### src/hdl/assert_macros.svh
// Assertion macros shared by the cube face mapper RTL.
// Depends on nothing; included by files that carry assertions.
`ifndef ASSERT_MACROS_SVH
`define ASSERT_MACROS_SVH
// implication checked on every rising clock edge outside reset
`define ASSERT_IMPL(label, clk, rst, ante, cons, msg) \
   label: assert property (@(posedge clk) disable iff (rst) (ante) |-> (cons)) else $error(msg);
// next-cycle implication
`define ASSERT_NEXT(label, clk, rst, ante, cons, msg) \
   label: assert property (@(posedge clk) disable iff (rst) (ante) |=> (cons)) else $error(msg);
`endif

### src/hdl/s2c_pkg.sv
// Package for the cube face mapper: widths, Q1.17 constants, Q17 multiply function.
// Depends on nothing.
`default_nettype none
package s2c_pkg;
   localparam int QSHIFT = 17;
   localparam int QW     = 19;                // signed Q1.17 plus guard bit
   localparam logic [17:0] QONE = 18'd131072;
   localparam int CX_W   = 9;
   localparam logic [2:0] FACE_PY = 3'd0;
   localparam logic [2:0] FACE_NY = 3'd1;
   localparam logic [2:0] FACE_PX = 3'd2;
   localparam logic [2:0] FACE_NX = 3'd3;
   localparam logic [2:0] FACE_NZ = 3'd4;
   localparam logic [2:0] FACE_PZ = 3'd5;
   localparam logic CSR_EDGE = 1'b0;
   localparam logic CSR_TILT = 1'b1;
   typedef logic signed [QW-1:0] q_type;

   // signed Q17 product of two signed values, magnitude truncated toward zero
   function automatic q_type mul_q(input q_type a, input q_type b);
      logic [QW-1:0] ua, ub;
      logic [2*QW-1:0] p;
      logic [QW-1:0] m;
      ua = a[QW-1] ? QW'(-a) : QW'(a);
      ub = b[QW-1] ? QW'(-b) : QW'(b);
      p  = ua * ub;
      m  = p[QSHIFT +: QW];
      return (a[QW-1] ^ b[QW-1]) ? q_type'(-m) : q_type'(m);
   endfunction
endpackage
`default_nettype wire

### src/hdl/s2c_div_cell.sv
// One restoring-division cell: produces one quotient bit per cycle stage.
// Depends on nothing.
`default_nettype none
module s2c_div_cell #(
   parameter int NW = 32,
   parameter int DW = 20
) (
   input  wire logic          clock,
   input  wire logic [NW-1:0] num_in,
   input  wire logic [DW-1:0] den_in,
   input  wire logic [NW-1:0] rem_in,
   output logic [NW-1:0]      num_out,
   output logic [DW-1:0]      den_out,
   output logic [NW-1:0]      rem_out
);
   logic [NW:0] trial;
   logic [NW-1:0] sh;
   assign sh    = {rem_in[NW-2:0], num_in[NW-1]};
   assign trial = {1'b0, sh} - {{(NW+1-DW){1'b0}}, den_in};
   always_ff @(posedge clock) begin
      den_out <= den_in;
      rem_out <= trial[NW] ? sh : trial[NW-1:0];
      num_out <= {num_in[NW-2:0], ~trial[NW]};
   end
endmodule
`default_nettype wire

### src/hdl/s2c_coord.sv
// Pixel coordinate floor(E*(m+w)/(2m)) clamped: chain of division cells.
// Depends on s2c_pkg and s2c_div_cell.
`default_nettype none
module s2c_coord (
   input  wire logic          clock,
   input  wire logic [13:0]   e,
   input  wire logic [17:0]   m,
   input  wire s2c_pkg::q_type w,
   output logic [11:0]        c
);
   import s2c_pkg::*;
   localparam int QB = 14;          // quotient bits, quotient <= E < 16384
   localparam int NW = 34;
   localparam int DW = 20;
   logic [NW-1:0] num_c [0:QB];
   logic [NW-1:0] rem_c [0:QB];
   logic [DW-1:0] den_c [0:QB];
   logic [13:0]   e_ff [0:QB];
   logic          z_ff [0:QB];
   logic [NW-1:0] prod_ff;
   logic [DW-1:0] den_ff;
   logic [13:0]   e0_ff;
   logic          z0_ff;
   logic [19:0]   s;
   assign s = 20'(m) + 20'(signed'(w));   // m+w in [0, 2m]
   always_ff @(posedge clock) begin
      prod_ff <= NW'(s) * NW'(e);
      den_ff  <= {1'b0, m, 1'b0};
      e0_ff   <= e;
      z0_ff   <= (m == 18'd0);
   end
   // numerator shifted so quotient lands in the low QB bits
   assign num_c[0] = prod_ff << (NW - 34 + 20);
   assign rem_c[0] = NW'(prod_ff >> 14);
   assign den_c[0] = den_ff;
   assign e_ff[0]  = e0_ff;
   assign z_ff[0]  = z0_ff;
   for (genvar i = 0; i < QB; i++) begin : g_cell
      s2c_div_cell #(.NW(NW), .DW(DW)) u_cell (
         .clock(clock), .num_in(num_c[i]), .den_in(den_c[i]), .rem_in(rem_c[i]),
         .num_out(num_c[i+1]), .den_out(den_c[i+1]), .rem_out(rem_c[i+1]));
      always_ff @(posedge clock) begin
         e_ff[i+1] <= e_ff[i];
         z_ff[i+1] <= z_ff[i];
      end
   end
   logic [13:0] q, ee, lim;
   assign ee  = e_ff[QB];
   assign q   = z_ff[QB] ? {1'b0, ee[13:1]} : num_c[QB][13:0];
   assign lim = (ee == 14'd0) ? 14'd0 : ee - 14'd1;
   logic [13:0] cc;
   assign cc = (q > lim) ? lim : q;
   always_ff @(posedge clock) c <= (cc > 14'd4095) ? 12'd4095 : cc[11:0];
endmodule
`default_nettype wire

### config.mk
export PLATFORM = sky130hd
export DESIGN_NAME = s2c_coord
export DESIGN_NICKNAME = d
export VERILOG_FILES = /design/src/hdl/assert_macros.svh /design/src/hdl/s2c_pkg.sv /design/src/hdl/s2c_div_cell.sv /design/src/hdl/s2c_coord.sv
export SDC_FILE = /design/constraint.sdc
export NUM_CORES = 2
export LEC_CHECK = 0
export BUFFER_PORTS_ARGS = -buffer_cell sky130_fd_sc_hd__buf_2
export CAP_MARGIN = 10
export CORE_UTILIZATION = 41
export DETAILED_ROUTE_END_ITERATION = 8
export GPL_ROUTABILITY_DRIVEN = 0
export PLACE_DENSITY = 0.52
export SYNTH_ARGS = -nofsm -noshare
export SYNTH_HDL_FRONTEND = slang
export SYNTH_HIERARCHICAL = 1
export SYNTH_SLANG_ARGS = --single-unit
### constraint.sdc
create_clock -name clock -period 12.75 [get_ports clock]
set_input_delay 3.825 -clock clock [delete_from_list [all_inputs] [get_ports clock]]
set_output_delay 3.825 -clock clock [all_outputs]
set_load 0.05 [all_outputs]
# After elaboration in Yosys (flattened, before gate mapping)
# Index checks and enable logic that the tools add are counted.
# op_classes
add_sub_neg	16
muxes	16
eq_ne	0
shift	0
bitwise	14
n_mul	1
order_cmp	2
n_div	0
n_reduce_logical	2
# ops
operator	n
subtractor 34 x 19 -> 35 bit	13
two-way mux 33 bit	12
two-way mux 14 bit	3
multiplier 20 x 14 -> 34 bit	1
subtractor 21 x 19 -> 22 bit	1
two-way mux 21 bit	1
adder 19 x 19 -> 20 bit	1
logical NOT 18 bit	1
greater-than comparator 14 x 12 -> 1 bit (second input constant)	1
greater-than comparator 14 bit	1
logical NOT 14 bit	1
NOT 1 bit	14
subtractor 14 x 1 -> 14 bit (second input constant)	1
# totals
rom_bits	0
ramBits	0
word_cells	125
latch_bits	0
inputBits	52
out_inout_bits	12
ff_bits	1137
n_memories	0

# Logic depth before layout (Yosys ltp)
# logic_depth
depth_word	5
ltp_mapped	32
ltp_nobuf	30

# By module
# The synthesis kept the hierarchy.
# by_module_without_submodules
mod	cells_each	seq_area_each_um2	area_each_um2	instances
s2c_div_cell (g_cell[12].u_cell ...)	324	1761.7	3377.0	11
s2c_coord	1729	5785.5	17614.4	1
s2c_div_cell (g_cell[0].u_cell ...)	349	1761.7	3457.1	3

# Worst setup path before layout
# OpenSTA, ideal clock, no wires.
# synth_path
path_type	in2reg
from	input m[0]
to	register prod_ff[31]
setup_time_ns	0.127
setup_slack_ns	1.878
arrival_ns	10.745
path_buffers	1
t_required_ns	12.623
stages	29
cell_sequence	ha_1 inv_1 fa_1 nor2b_1 o21a_1 o21ai_1 a211oi_1 nor3_1 xnor2_1 clkbuf_1 and2_1 fa_1 inv_1 fa_1 inv_1 fa_1 fa_1 fa_1 inv_1 fa_1 inv_1 ha_1 a21oi_1 o21a_1 o211ai_1 o41a_1 a221oi_1 o21ai_0 xor2_1
# synth_via
elab_chain_len	2
# synth_lines
element	line	source
start, declared	s2c_coord.sv:7	input wire logic [17:0] m,
adder 19 x 19 -> 20 bit	s2c_coord.sv:25	assign s = 20'(m) + 20'(signed'(w));
multiplier 20 x 14 -> 34 bit	s2c_coord.sv:27	prod_ff <= NW'(s) * NW'(e);
end signal, assigned	s2c_coord.sv:27	
end, declared	s2c_coord.sv:20	logic [NW-1:0] prod_ff;
# Every way passes these cells.
# A chain may end at the register's enable or synchronous reset.

# Worst setup path in the final report
# Ends and elaborated chain as after synthesis.

==> flow_metrics.tcl <==
set metrics [dict create \
    rsz0062_at_grt "no" \
    worst-endpoint-arrival_ns 11.82 \
    cts_resized 0 \
    crit_path_end_kind "flop" \
    cp_data_required_time_ns 13.34 \
    insertion_delay_ns 0.76 \
    syn_area_um2 56970 \
    worstSetupStartpointType "input pin" \
    seq_area_um2 23500 \
    antenna_found_initial 0 \
    min_period_over_period 0.8809 \
    cts_root_buf "clkbuf_16" \
    track_usage 0.1742 \
    fin_skew_ns 0.08237 \
    syn_area_per_cell_um2 9.800 \
    multi_input_area_um2 30640 \
    overflow 0 \
    finalHoldViolCount 0 \
    outcome "complete, no violations" \
    area_growth_pct 11.01 \
    antenna_left 0 \
    io_pins 64 \
    layout-drive-gt1-share 0.09793 \
    rows 136 \
    grt_pass1_wl_um 202000 \
    core_region_area_um2 137700 \
    port_buffers 63 \
    cts_setup_buffers 0 \
    chipWidth_um 374.8 \
    grt_max_degree 48 \
    critical_path_class "input pin to flop" \
    hold_buffers 0 \
    numCtsBuffers 120 \
    crit_fanout 8 \
    relSlewSlack 0.1945 \
    drt-pass1-iter-count 6 \
    maxSlewViolCount 0 \
    layout_min_cycle_time_ns 11.23 \
    path_clk_slew_ns 0.06 \
    start_util 0.4139 \
    cts.sink_count 1174 \
    num_antenna_cells 0 \
    cts_tree "done" \
    tightestPinTransition_ns 1.208 \
    max_freq_mhz 89.04 \
    dieArea_um2 140500 \
    drt_iter0_drc 1796 \
    via_count 38950 \
    routed_wirelength_um 121600 \
    grt_pass1_vias 39630 \
    h-tree-depth 3 \
    nNetsFinal 6572 \
    route.detailed.drc 0 \
    fillers 13070 \
    cts_max_path_buffers 3 \
    via_per_inst 5.008 \
    setup_viol 0 \
    yosys_warnings 6 \
    synth_cells 5814 \
    finalSetupTns_ns 0 \
    max-cap-violations 0 \
    hold_path.class "flop to flop" \
    wl_per_cell_um 15.64 \
    die_h_um 374.8 \
    hpwl_um 94830 \
]
[per-stage QoR]
step / setup slack (ns) / utilization / cell area (um2) / hold slack, ns / instances
after floorplan: 1.878 / - / 57130 / 0.3096 / 5855
after global placement: 0.9983 / 0.4294 / 59120 / 0.3095 / 7554
after detailed placement: 0.8444 / 0.4294 / 59120 / 0.3121 / 7554
after CTS: 1.594 / 0.4594 / 63250 / 0.2900 / 7778
after global routing: 0.9973 / 0.4594 / 63250 / 0.2959 / 7778
final: 1.519 / 0.4594 / 63250 / 0.2936 / 7778
[cell type report]
type,instances,area share
clock inverters,65,0.01187
flip-flops and latches,1174,0.3716
well taps,1794,0.03549
clock buffers,159,0.05343
multi-input cells,3914,0.4844
repair buffers,98,0.009140
inverters,574,0.03407
[routing by layer]
| layer | vias up | GRT usage | part of all wire |
|---|---|---|---|
| li1 | 19740 | - | - |
| met1 | 18390 | 0.2074 | 0.44 |
| met2 | 567 | 0.3121 | 0.49 |
| met3 | 259 | 0.02421 | 0.031 |
| met4 | 0 | 0.07261 | 0.039 |
| met5 | - | 0 | 0 |
[flip-flops by register name, summed over array words and instances, names as in the netlist, 18 cells and up]
register,cells
g_cell.u_cell/rem_out,429
g_cell.u_cell/den_out,260
g_cell.u_cell/num_out,196
e_ff,182
prod_ff,34
den_ff,18
[critical path: stages]
cell and delay (ns):
buf_2 0.10, ha_1 0.17, inv_1 0.06, fa_1 0.39, nor2b_1 0.13, o21a_1 0.15
o21ai_1 0.13, a211oi_1 0.35, nor3_1 0.11, xnor2_1 0.66, buf_4 0.29, nand2_1 0.08
fa_1 0.51, fa_1 0.52, inv_1 0.05, fa_1 0.46, fa_1 0.52, fa_1 0.54
inv_1 0.05, fa_1 0.54, inv_1 0.04, ha_1 0.39, a21oi_1 0.30, o211ai_1 0.17
o41a_1 0.52, a221oi_1 0.42, o21ai_0 0.16, xor2_1 0.16
[cells in the final DEF, fill, tap and decap left out, types with 135 or more instances in the layout]
| cell | count |
|---|---|
| a21o_1 | 135 |
| a21oi_1 | 438 |
| dfxtp_1 | 1174 |
| fa_1 | 228 |
| ha_1 | 410 |
| inv_1 | 571 |
| nand2_1 | 447 |
| nor2_1 | 338 |
| o21ai_0 | 153 |
| xnor2_1 | 224 |
| xor2_1 | 218 |
[worst paths after layout]
check | slack, ns | depth (start not counted) | end | startpoint
min reg2reg | 0.29 | 0 | g_cell[10].u_cell/den_out[13] | g_cell[9].u_cell/den_out[13]
min | 0.29 | 0 | g_cell[10].u_cell/den_out[13] | g_cell[9].u_cell/den_out[13]
max | 1.52 | 28 | prod_ff[31] | m[0]
max reg2reg | 8.16 | 15 | c[8] | ee[0]
Power is not shown: default switching activity piles up to over one toggle a cycle in this logic, so the estimate is an artifact.
