==> src/hdl/assert_macros.svh <==
// Assertion macros shared by the cube face mapper RTL.
// Depends on nothing; included by files that carry assertions.
`ifndef ASSERT_MACROS_SVH
`define ASSERT_MACROS_SVH
// implication checked on every rising clock edge outside reset
`define ASSERT_IMPL(label, clk, rst, ante, cons, msg) \
   label: assert property (@(posedge clk) disable iff (rst) (ante) |-> (cons)) else $error(msg);
// next-cycle implication
`define ASSERT_NEXT(label, clk, rst, ante, cons, msg) \
   label: assert property (@(posedge clk) disable iff (rst) (ante) |=> (cons)) else $error(msg);
`endif

==> src/hdl/s2c_pkg.sv <==
// Package for the cube face mapper: widths, Q1.17 constants, Q17 multiply function.
// Depends on nothing.
`default_nettype none
package s2c_pkg;
   localparam int QSHIFT = 17;
   localparam int QW     = 19;                // signed Q1.17 plus guard bit
   localparam logic [17:0] QONE = 18'd131072;
   localparam int CX_W   = 9;
   localparam logic [2:0] FACE_PY = 3'd0;
   localparam logic [2:0] FACE_NY = 3'd1;
   localparam logic [2:0] FACE_PX = 3'd2;
   localparam logic [2:0] FACE_NX = 3'd3;
   localparam logic [2:0] FACE_NZ = 3'd4;
   localparam logic [2:0] FACE_PZ = 3'd5;
   localparam logic CSR_EDGE = 1'b0;
   localparam logic CSR_TILT = 1'b1;
   typedef logic signed [QW-1:0] q_type;

   // signed Q17 product of two signed values, magnitude truncated toward zero
   function automatic q_type mul_q(input q_type a, input q_type b);
      logic [QW-1:0] ua, ub;
      logic [2*QW-1:0] p;
      logic [QW-1:0] m;
      ua = a[QW-1] ? QW'(-a) : QW'(a);
      ub = b[QW-1] ? QW'(-b) : QW'(b);
      p  = ua * ub;
      m  = p[QSHIFT +: QW];
      return (a[QW-1] ^ b[QW-1]) ? q_type'(-m) : q_type'(m);
   endfunction
endpackage
`default_nettype wire

==> src/hdl/s2c_sin.sv <==
// Pipelined Q1.17 sine of a 16-bit binary angle, polynomial in Horner cells.
// Depends on s2c_pkg.
`default_nettype none
module s2c_sin (
   input  wire logic          clock,
   input  wire logic [15:0]   ang,
   output s2c_pkg::q_type     sin_out
);
   import s2c_pkg::*;
   localparam int NS = 4;
   localparam logic [17:0] COEF [0:4] = '{18'd205887, 18'd84668, 18'd10445, 18'd614, 18'd21};
   logic [16:0] tq_ff [0:NS];
   logic [16:0] t2_ff [0:NS];
   logic [17:0] p_ff  [0:NS];
   logic        neg_ff [0:NS];
   logic [1:0]  sp_ff [0:NS];   // 1: one, 2: zero, 0: poly
   logic [17:0] mag_ff;
   logic        negf_ff;
   logic [13:0] r;
   logic [14:0] t;
   logic [33:0] sq;
   assign r = ang[13:0];
   assign t = ang[14] ? (15'd16384 - {1'b0, r}) : {1'b0, r};
   assign sq = {t[13:0], 3'b0} * {t[13:0], 3'b0};
   always_ff @(posedge clock) begin
      tq_ff[0]  <= {t[13:0], 3'b0};
      t2_ff[0]  <= sq[33:17];
      p_ff[0]   <= 18'd21;
      neg_ff[0] <= ang[15];
      sp_ff[0]  <= t[14] ? 2'd1 : ((t == 15'd0) ? 2'd2 : 2'd0);
   end
   for (genvar i = 0; i < 4; i++) begin : g_horner
      logic [34:0] pr;
      assign pr = p_ff[i] * t2_ff[i];
      always_ff @(posedge clock) begin
         p_ff[i+1]   <= COEF[3-i] - pr[34:17];
         tq_ff[i+1]  <= tq_ff[i];
         t2_ff[i+1]  <= t2_ff[i];
         neg_ff[i+1] <= neg_ff[i];
         sp_ff[i+1]  <= sp_ff[i];
      end
   end
   logic [34:0] fin;
   logic [17:0] fm;
   assign fin = p_ff[4] * tq_ff[4];
   assign fm  = (fin[34:17] > QONE) ? QONE : fin[34:17];
   always_ff @(posedge clock) begin
      mag_ff  <= (sp_ff[4] == 2'd1) ? QONE : ((sp_ff[4] == 2'd2) ? 18'd0 : fm);
      negf_ff <= neg_ff[4];
   end
   assign sin_out = negf_ff ? q_type'(-{1'b0, mag_ff}) : q_type'({1'b0, mag_ff});
endmodule
`default_nettype wire

==> config.mk <==
export PLATFORM = sky130hd
export DESIGN_NAME = s2c_sin
export DESIGN_NICKNAME = d
export VERILOG_FILES = /design/src/hdl/assert_macros.svh /design/src/hdl/s2c_pkg.sv /design/src/hdl/s2c_sin.sv
export SDC_FILE = /design/constraint.sdc
export NUM_CORES = 2
export LEC_CHECK = 0
export BUFFER_PORTS_ARGS = -buffer_cell sky130_fd_sc_hd__buf_4
export CAP_MARGIN = 20
export CORE_UTILIZATION = 54
export CTS_CLUSTER_SIZE = 14
export DETAILED_ROUTE_END_ITERATION = 16
export PLACE_DENSITY_LB_ADDON = 0.1
export SYNTH_ARGS = -nofsm -noshare
export SYNTH_HDL_FRONTEND = slang
export SYNTH_SLANG_ARGS = --single-unit
==> constraint.sdc <==
create_clock -name clock -period 7.7 [get_ports clock]
set_input_delay 0.385 -clock clock [delete_from_list [all_inputs] [get_ports clock]]
set_output_delay 0.385 -clock clock [all_outputs]
set_load 0.02 [all_outputs]
# Yosys cells after proc, flatten, opt, wreduce, memory -nomap -nowiden
# Memory sizes are Yosys's and may differ from the RTL's. A register that Yosys moved wholly into a read port is not among the register bits.
# Cells that the tools add are included.
dict set report word_totals {
  regBits 18
  ram_bits 275
  elab_cells 30
  n_memories 5
}
# memory depth width read_ports rd_clocked_by_memory_dff write_ports line
set memory_table {}
lappend memory_table {p_ff 5 18 5 0 5 s2c_sin.sv:14} ;# logic [17:0] p_ff [0:NS];
lappend memory_table {t2_ff 5 17 4 0 5 s2c_sin.sv:13} ;# logic [16:0] t2_ff [0:NS];
lappend memory_table {tq_ff 5 17 5 0 5 s2c_sin.sv:12} ;# logic [16:0] tq_ff [0:NS];
lappend memory_table {sp_ff 5 2 5 0 5 s2c_sin.sv:16} ;# logic [1:0] sp_ff [0:NS];
lappend memory_table {neg_ff 5 1 5 1 5 s2c_sin.sv:15} ;# logic neg_ff [0:NS];
dict set report classes {
  add_sub_neg 6
  multipliers 6
  order_cmp 1
  eq_ne 2
  muxes 6
  reduce_logical 2
}
# cell n
set ops {}
lappend ops {{$mul A18 B17 Y35} 5}
lappend ops {{$mux W18} 2}
lappend ops {{$mul A14 B14 Y28} 1}
lappend ops {{$mux W19} 1}
lappend ops {{$neg A18 Y19} 1}
lappend ops {{$gt A18 B18 Y1 const B} 1}
lappend ops {{$sub A10 B18 Y18 const A} 1}
lappend ops {{$sub A14 B18 Y18 const A} 1}
lappend ops {{$sub A17 B18 Y18 const A} 1}
lappend ops {{$sub A18 B18 Y18 const A} 1}
lappend ops {{$logic_not A15 Y1} 1}
lappend ops {{$mux W15} 1}
lappend ops {{$sub A15 B14 Y15 const A} 1}
lappend ops {{$mux W2} 2}
lappend ops {{$eq A2 B1 Y1 const B} 1}
lappend ops {{$eq A2 B2 Y1 const B} 1}
lappend ops {{$reduce_or A2 Y1} 1}

# Depth between registers and ports, before layout
dict set report depth {
  word_depth 5
  ltp_mapped 32
}

# Worst setup path after synthesis
# Ideal clock, no wire load.
dict set report synth_timing {
  kind {input to register}
  start {input ang[3]}
  end {memory t2_ff[0][15]}
  setup_ns 0.118
  arrival_ns 7.939
  t_required_ns 7.582
  setup_slack_ns -0.357
  path_stages 27
  path_buffers 0
  path_cell_list {or4_1 > or3_1 > o21ai_0 > xor2_1 > inv_1 > nand2_1 > inv_1 > fa_1 > fa_1 > fa_1 > inv_1 > fa_1 > fa_1 > inv_1 > fa_1 > ha_1 > a21o_1 > a21o_1 > a211o_1 > a311o_1 > a41o_1 > a41o_1 > a21oi_4 > o21ai_2 > or4_1 > and2_1 > xor2_1}
}
# element line
set synth_lines {}
lappend synth_lines {{start: declaration} s2c_sin.sv:6} ;# input wire logic [15:0] ang,
lappend synth_lines {{end: declaration} s2c_sin.sv:13}

==> results.env <==
CRIT_ARRIVAL_NS=7.96
ENDPOINT='t2_ff[0][16]$_DFF_P_'
MAX_STAGE_DELAY_NS=0.56
SETUP-VIOLATIONS-FINAL=0
WORST_CLOCK_SKEW_NS=0.0168
SLOWEST_STAGE='sky130_fd_sc_hd__or4_1'
GLOBAL_ROUTE.OVERFLOW_TOTAL=0
FIRST_ITER_VIOLATIONS=1560
ENDPOINT_KIND='register'
WORST_CASE_HEADROOM_TO_THE_MAX_SLEW_LIMIT=0.492
CTS.PATH.MAX_BUFFERS=3
MAXIMUM_NUMBER_OF_PINS_ON_ONE_NET_BEFORE_GLOBAL_ROUTE_REPAIR=20
WORST_PIN_SLEW_NS=0.761
CAP_VIOLATIONS=0
SYNTHESIS.AREA_PER_INSTANCE_UM2=9.11
ASYNCSETRESETFLOPFRACSYNTH=0
GRT_PASS1_VIAS=33500
DRC=0
PERIOD_MINUS_SLACK_NS=7.45
SYNTHCELLS=4928
POST-ROUTE-CELL-AREA_MM2=0.0485
POSTSYNTH.TOPFLOPCELL='sky130_fd_sc_hd__dfxtp_1'
REG2REGPATHDEPTH=25
TRITONCTS='built'
DR_TOTAL_VIAS=31400
CRITPATHBUFINV=5
DESIGN.PORTCOUNT=36
START_KIND='input port'
DRT-TOTAL-WL_UM=96900
PLACEABLECOREAREA_MM2=0.0822
SYNTH_EDF_COUNT=0
POST_SYNTH_INSTANCE_AREA_MM2=0.0449
ANTENNA_VIOLATIONS_BEFORE_REPAIR=1
CTS.SINK_COUNT=232
EFFECTIVE_UTILIZATION_AT_FLOORPLAN=0.546
REQUIRED_NS=8.21
PATH_CLASS='in2reg'
FP.DIEAREA_MM2=0.0843
RUN_STATUS='finished, final reports clean'
BUFFER_PORTS.INSERTED=35
AREA_GROWTH_SYN_TO_LAYOUT_PCT=7.98
SYNTH_CELL_TYPES=85
YS.WARNINGS.COUNT=0
MIN_PATH_CELLS=2
FF2FF_SETUP_SLACK_NS=0.46
NUMBER_OF_BUFFERS_CREATED_BY_CTS=28
POST-CTS-SETUP-BUFFERS=0
CP_DELAY_BY_FAMILY_TOP='adder cells'
ROUTED_WIRE_LENGTH_PER_INSTANCE_UM=15.8
GLOBALPLACE.CONGESTION=0.869
DIE_W_UM=290
DP_HPWL_UM=82600
SLEW_VIOLS_FINAL=0
FINAL_NET_COUNT=6529
MIN_PERIOD_OVER_PERIOD=0.968
ENDPOINT_OF_THE_MOST_CRITICAL_REGISTER_TO_REGISTER_PATH='p_ff[3][16]$_DFF_P_'
CRITICAL_PATH.REG2REG.STARTPOINT='t2_ff[0][38]$_DFF_P_'
REPORT.FINAL.HOLD_VIOL_COUNT=0
RSZ_0062_RAISED_AFTER_GLOBAL_ROUTING='no'
MAXIMUM_FANOUT_ALONG_THE_WORST_PATH=3
REGISTER_BIT_COUNT_REPORTED_BY_YOSYS=232
DRT_FIRST_PASS_ITERS=5
CLK_PIN_SLEW_WORST_PATHS_NS=0.06
STD_CELL_ROWS=105
CRITICAL_PATH_DEPTH=28
CLOCKROOTBUFFER='sky130_fd_sc_hd__clkbuf_16'
GRT_PASS1_WL_UM=167000
VIAS_PER_CELL=5.12
FINALSETUPTNS_NS=0
FINAL_LAYOUT_SIZE_SUFFIX_GT1_FRAC=0.0648
PLACEDINSTANCEAREA_MM2=0.0475
GRT_USE_TOTAL=0.243
CLOCK_NETWORK_LATENCY_TO_THE_LATER_PIN_OF_THE_WORST_SKEW_PAIR_NS=0.59
CRIT_PATH_FREQUENT_CELL='sky130_fd_sc_hd__fa_1'
MAX_CLOCK_FREQ_MHz=134
ANT_NETS=0
DIE_H_UM=290
CTS.HTREE.LEVELS=1
WORST_SETUP_PATH_STARTPOINT='ang[3]'
SEQ_AREA_FRAC_SYNTH=0.103
TIMING.HOLD.WORST.CLASS='in2reg'
## cell usage in the layout, fill, tap and decap left out, types with 8 or more instances in the layout
| cell | n |
|---|---|
| sky130_fd_sc_hd__and2_1 | 434 |
| sky130_fd_sc_hd__o21ai_1 | 10 |
| sky130_fd_sc_hd__a31oi_1 | 13 |
| sky130_fd_sc_hd__nor2b_1 | 11 |
| sky130_fd_sc_hd__o21a_1 | 11 |
| sky130_fd_sc_hd__nor2_1 | 129 |
| sky130_fd_sc_hd__a21o_1 | 37 |
| sky130_fd_sc_hd__clkbuf_16 | 28 |
| sky130_fd_sc_hd__a211oi_1 | 9 |
| sky130_fd_sc_hd__o31ai_1 | 10 |
| sky130_fd_sc_hd__or2_2 | 9 |
| sky130_fd_sc_hd__ha_1 | 622 |
| sky130_fd_sc_hd__nand2_1 | 640 |
| sky130_fd_sc_hd__inv_1 | 1184 |
| sky130_fd_sc_hd__fa_1 | 850 |
| sky130_fd_sc_hd__a21oi_1 | 93 |
| sky130_fd_sc_hd__o21ai_0 | 62 |
| sky130_fd_sc_hd__nand2b_1 | 17 |
| sky130_fd_sc_hd__or4_1 | 10 |
| sky130_fd_sc_hd__and3_1 | 21 |
| sky130_fd_sc_hd__dfxtp_1 | 229 |
| sky130_fd_sc_hd__o21bai_1 | 16 |
| sky130_fd_sc_hd__nor3_1 | 26 |
| sky130_fd_sc_hd__nand3_1 | 25 |
| sky130_fd_sc_hd__xor2_1 | 58 |
| sky130_fd_sc_hd__nand4_1 | 12 |
| sky130_fd_sc_hd__or3_1 | 8 |
| sky130_fd_sc_hd__buf_4 | 233 |
| sky130_fd_sc_hd__xnor2_1 | 89 |
## how the worst min path moves through the flow
stage	from	to
finish	ang[13]	sp_ff[0][0]$_DFF_P_
global route	ang[13]	sp_ff[0][0]$_DFF_P_
CTS	ang[13]	sp_ff[0][0]$_DFF_P_
detailed placement	neg_ff[1]$_DFF_P_	neg_ff[2]$_DFF_P_
global placement	neg_ff[2]$_DFF_P_	neg_ff[3]$_DFF_P_
floorplan	neg_ff[0]$_DFF_P_	neg_ff[1]$_DFF_P_
## flip-flops by register name, indices dropped and copies added (netlist names)
signal   cells
t2_ff       68
mag_ff      18
p_ff        60
neg_ff       5
tq_ff       70
sp_ff       10
negf_ff      1
## kinds of logic (layout without fill, tap and decap cells)
family | Yosys count | after routing | share of synthesized area
mux | 6 | 6 | 0.00167
simple gates | 1371 | 1371 | 0.149
fa+ha+maj | 1475 | 1475 | 0.553
other cells | 2 | 5 | 0.000167
buf+inv | 1348 | 1478 | 0.113
flops | 232 | 232 | 0.103
xor+xnor | 150 | 150 | 0.0294
compound gates | 344 | 344 | 0.0510
## layer usage
metal,track usage,wire length (um),vias up
li1,-,-,15000
met5,0,13,-
met4,0.0435,1710,2
met3,0.0281,4160,110
met2,0.417,46500,522
met1,0.334,44500,15700
## cells in the mapped netlist (59+ instances only)
cell type | n | area share
sky130_fd_sc_hd__clkbuf_1 | 149 | 0.012
sky130_fd_sc_hd__fa_1 | 850 | 0.38
sky130_fd_sc_hd__xor2_1 | 59 | 0.012
sky130_fd_sc_hd__nor2_1 | 129 | 0.011
sky130_fd_sc_hd__and2_1 | 434 | 0.060
sky130_fd_sc_hd__ha_1 | 624 | 0.17
sky130_fd_sc_hd__dfxtp_1 | 232 | 0.10
sky130_fd_sc_hd__a21oi_1 | 93 | 0.010
sky130_fd_sc_hd__inv_1 | 1186 | 0.099
sky130_fd_sc_hd__nand2_1 | 640 | 0.053
sky130_fd_sc_hd__o21ai_0 | 64 | 0.0071
sky130_fd_sc_hd__xnor2_1 | 90 | 0.018
## cell type report
type / instances / area [um2]
Antenna cell: 2 / 5.00
Clock buffer: 31 / 742
Clock inverter: 20 / 254
Fill cell: 7443 / 33700
Inverter: 1193 / 4480
Multi-Input combinational cell: 3349 / 35300
Sequential cell: 232 / 4650
Tap cell: 1070 / 1340
Timing Repair Buffer: 234 / 1760
## repair_timing
action / CTS / global route
gates resized for setup: 0 / 3
hold buffers: 1 / 0
setup endpoints to repair: 0 / 1
endpoints found under the hold margin: 1 / 0
## per-stage QoR
step	worst slack, ns	std cells	hold slack [ns]	utilization
3_5_place_dp	-0.369	6077	0.312	0.577
2_1_floorplan	0.0135	4929	0.310	-
3_3_place_gp	-0.239	6077	0.309	0.577
6_report	0.250	6131	0.0353	0.590
5_1_grt	0.00549	6129	0.0141	0.590
4_1_cts	0.237	6129	0.00281	0.590
## worst register-to-register path, stage by stage (launching register included)
cell	delay, ns
sky130_fd_sc_hd__dfxtp_1	0.78
sky130_fd_sc_hd__nand2_1	0.17
sky130_fd_sc_hd__fa_1	0.49
sky130_fd_sc_hd__fa_1	0.55
sky130_fd_sc_hd__inv_1	0.06
sky130_fd_sc_hd__fa_1	0.48
sky130_fd_sc_hd__fa_1	0.52
sky130_fd_sc_hd__fa_1	0.51
sky130_fd_sc_hd__inv_1	0.05
sky130_fd_sc_hd__fa_1	0.48
sky130_fd_sc_hd__inv_1	0.04
sky130_fd_sc_hd__ha_1	0.32
sky130_fd_sc_hd__and3_1	0.21
sky130_fd_sc_hd__a21boi_1	0.18
sky130_fd_sc_hd__buf_4	0.17
sky130_fd_sc_hd__o21a_1	0.20
sky130_fd_sc_hd__a21o_1	0.17
sky130_fd_sc_hd__xor2_1	0.18
sky130_fd_sc_hd__inv_1	0.06
sky130_fd_sc_hd__ha_1	0.25
sky130_fd_sc_hd__nor2_1	0.12
sky130_fd_sc_hd__a31oi_1	0.13
sky130_fd_sc_hd__a2111oi_2	0.45
sky130_fd_sc_hd__o21ai_1	0.15
sky130_fd_sc_hd__a21oi_1	0.25
sky130_fd_sc_hd__mux2i_1	0.20
Power is not shown: default switching activity piles up to over one toggle a cycle in this logic, so the estimate is an artifact.
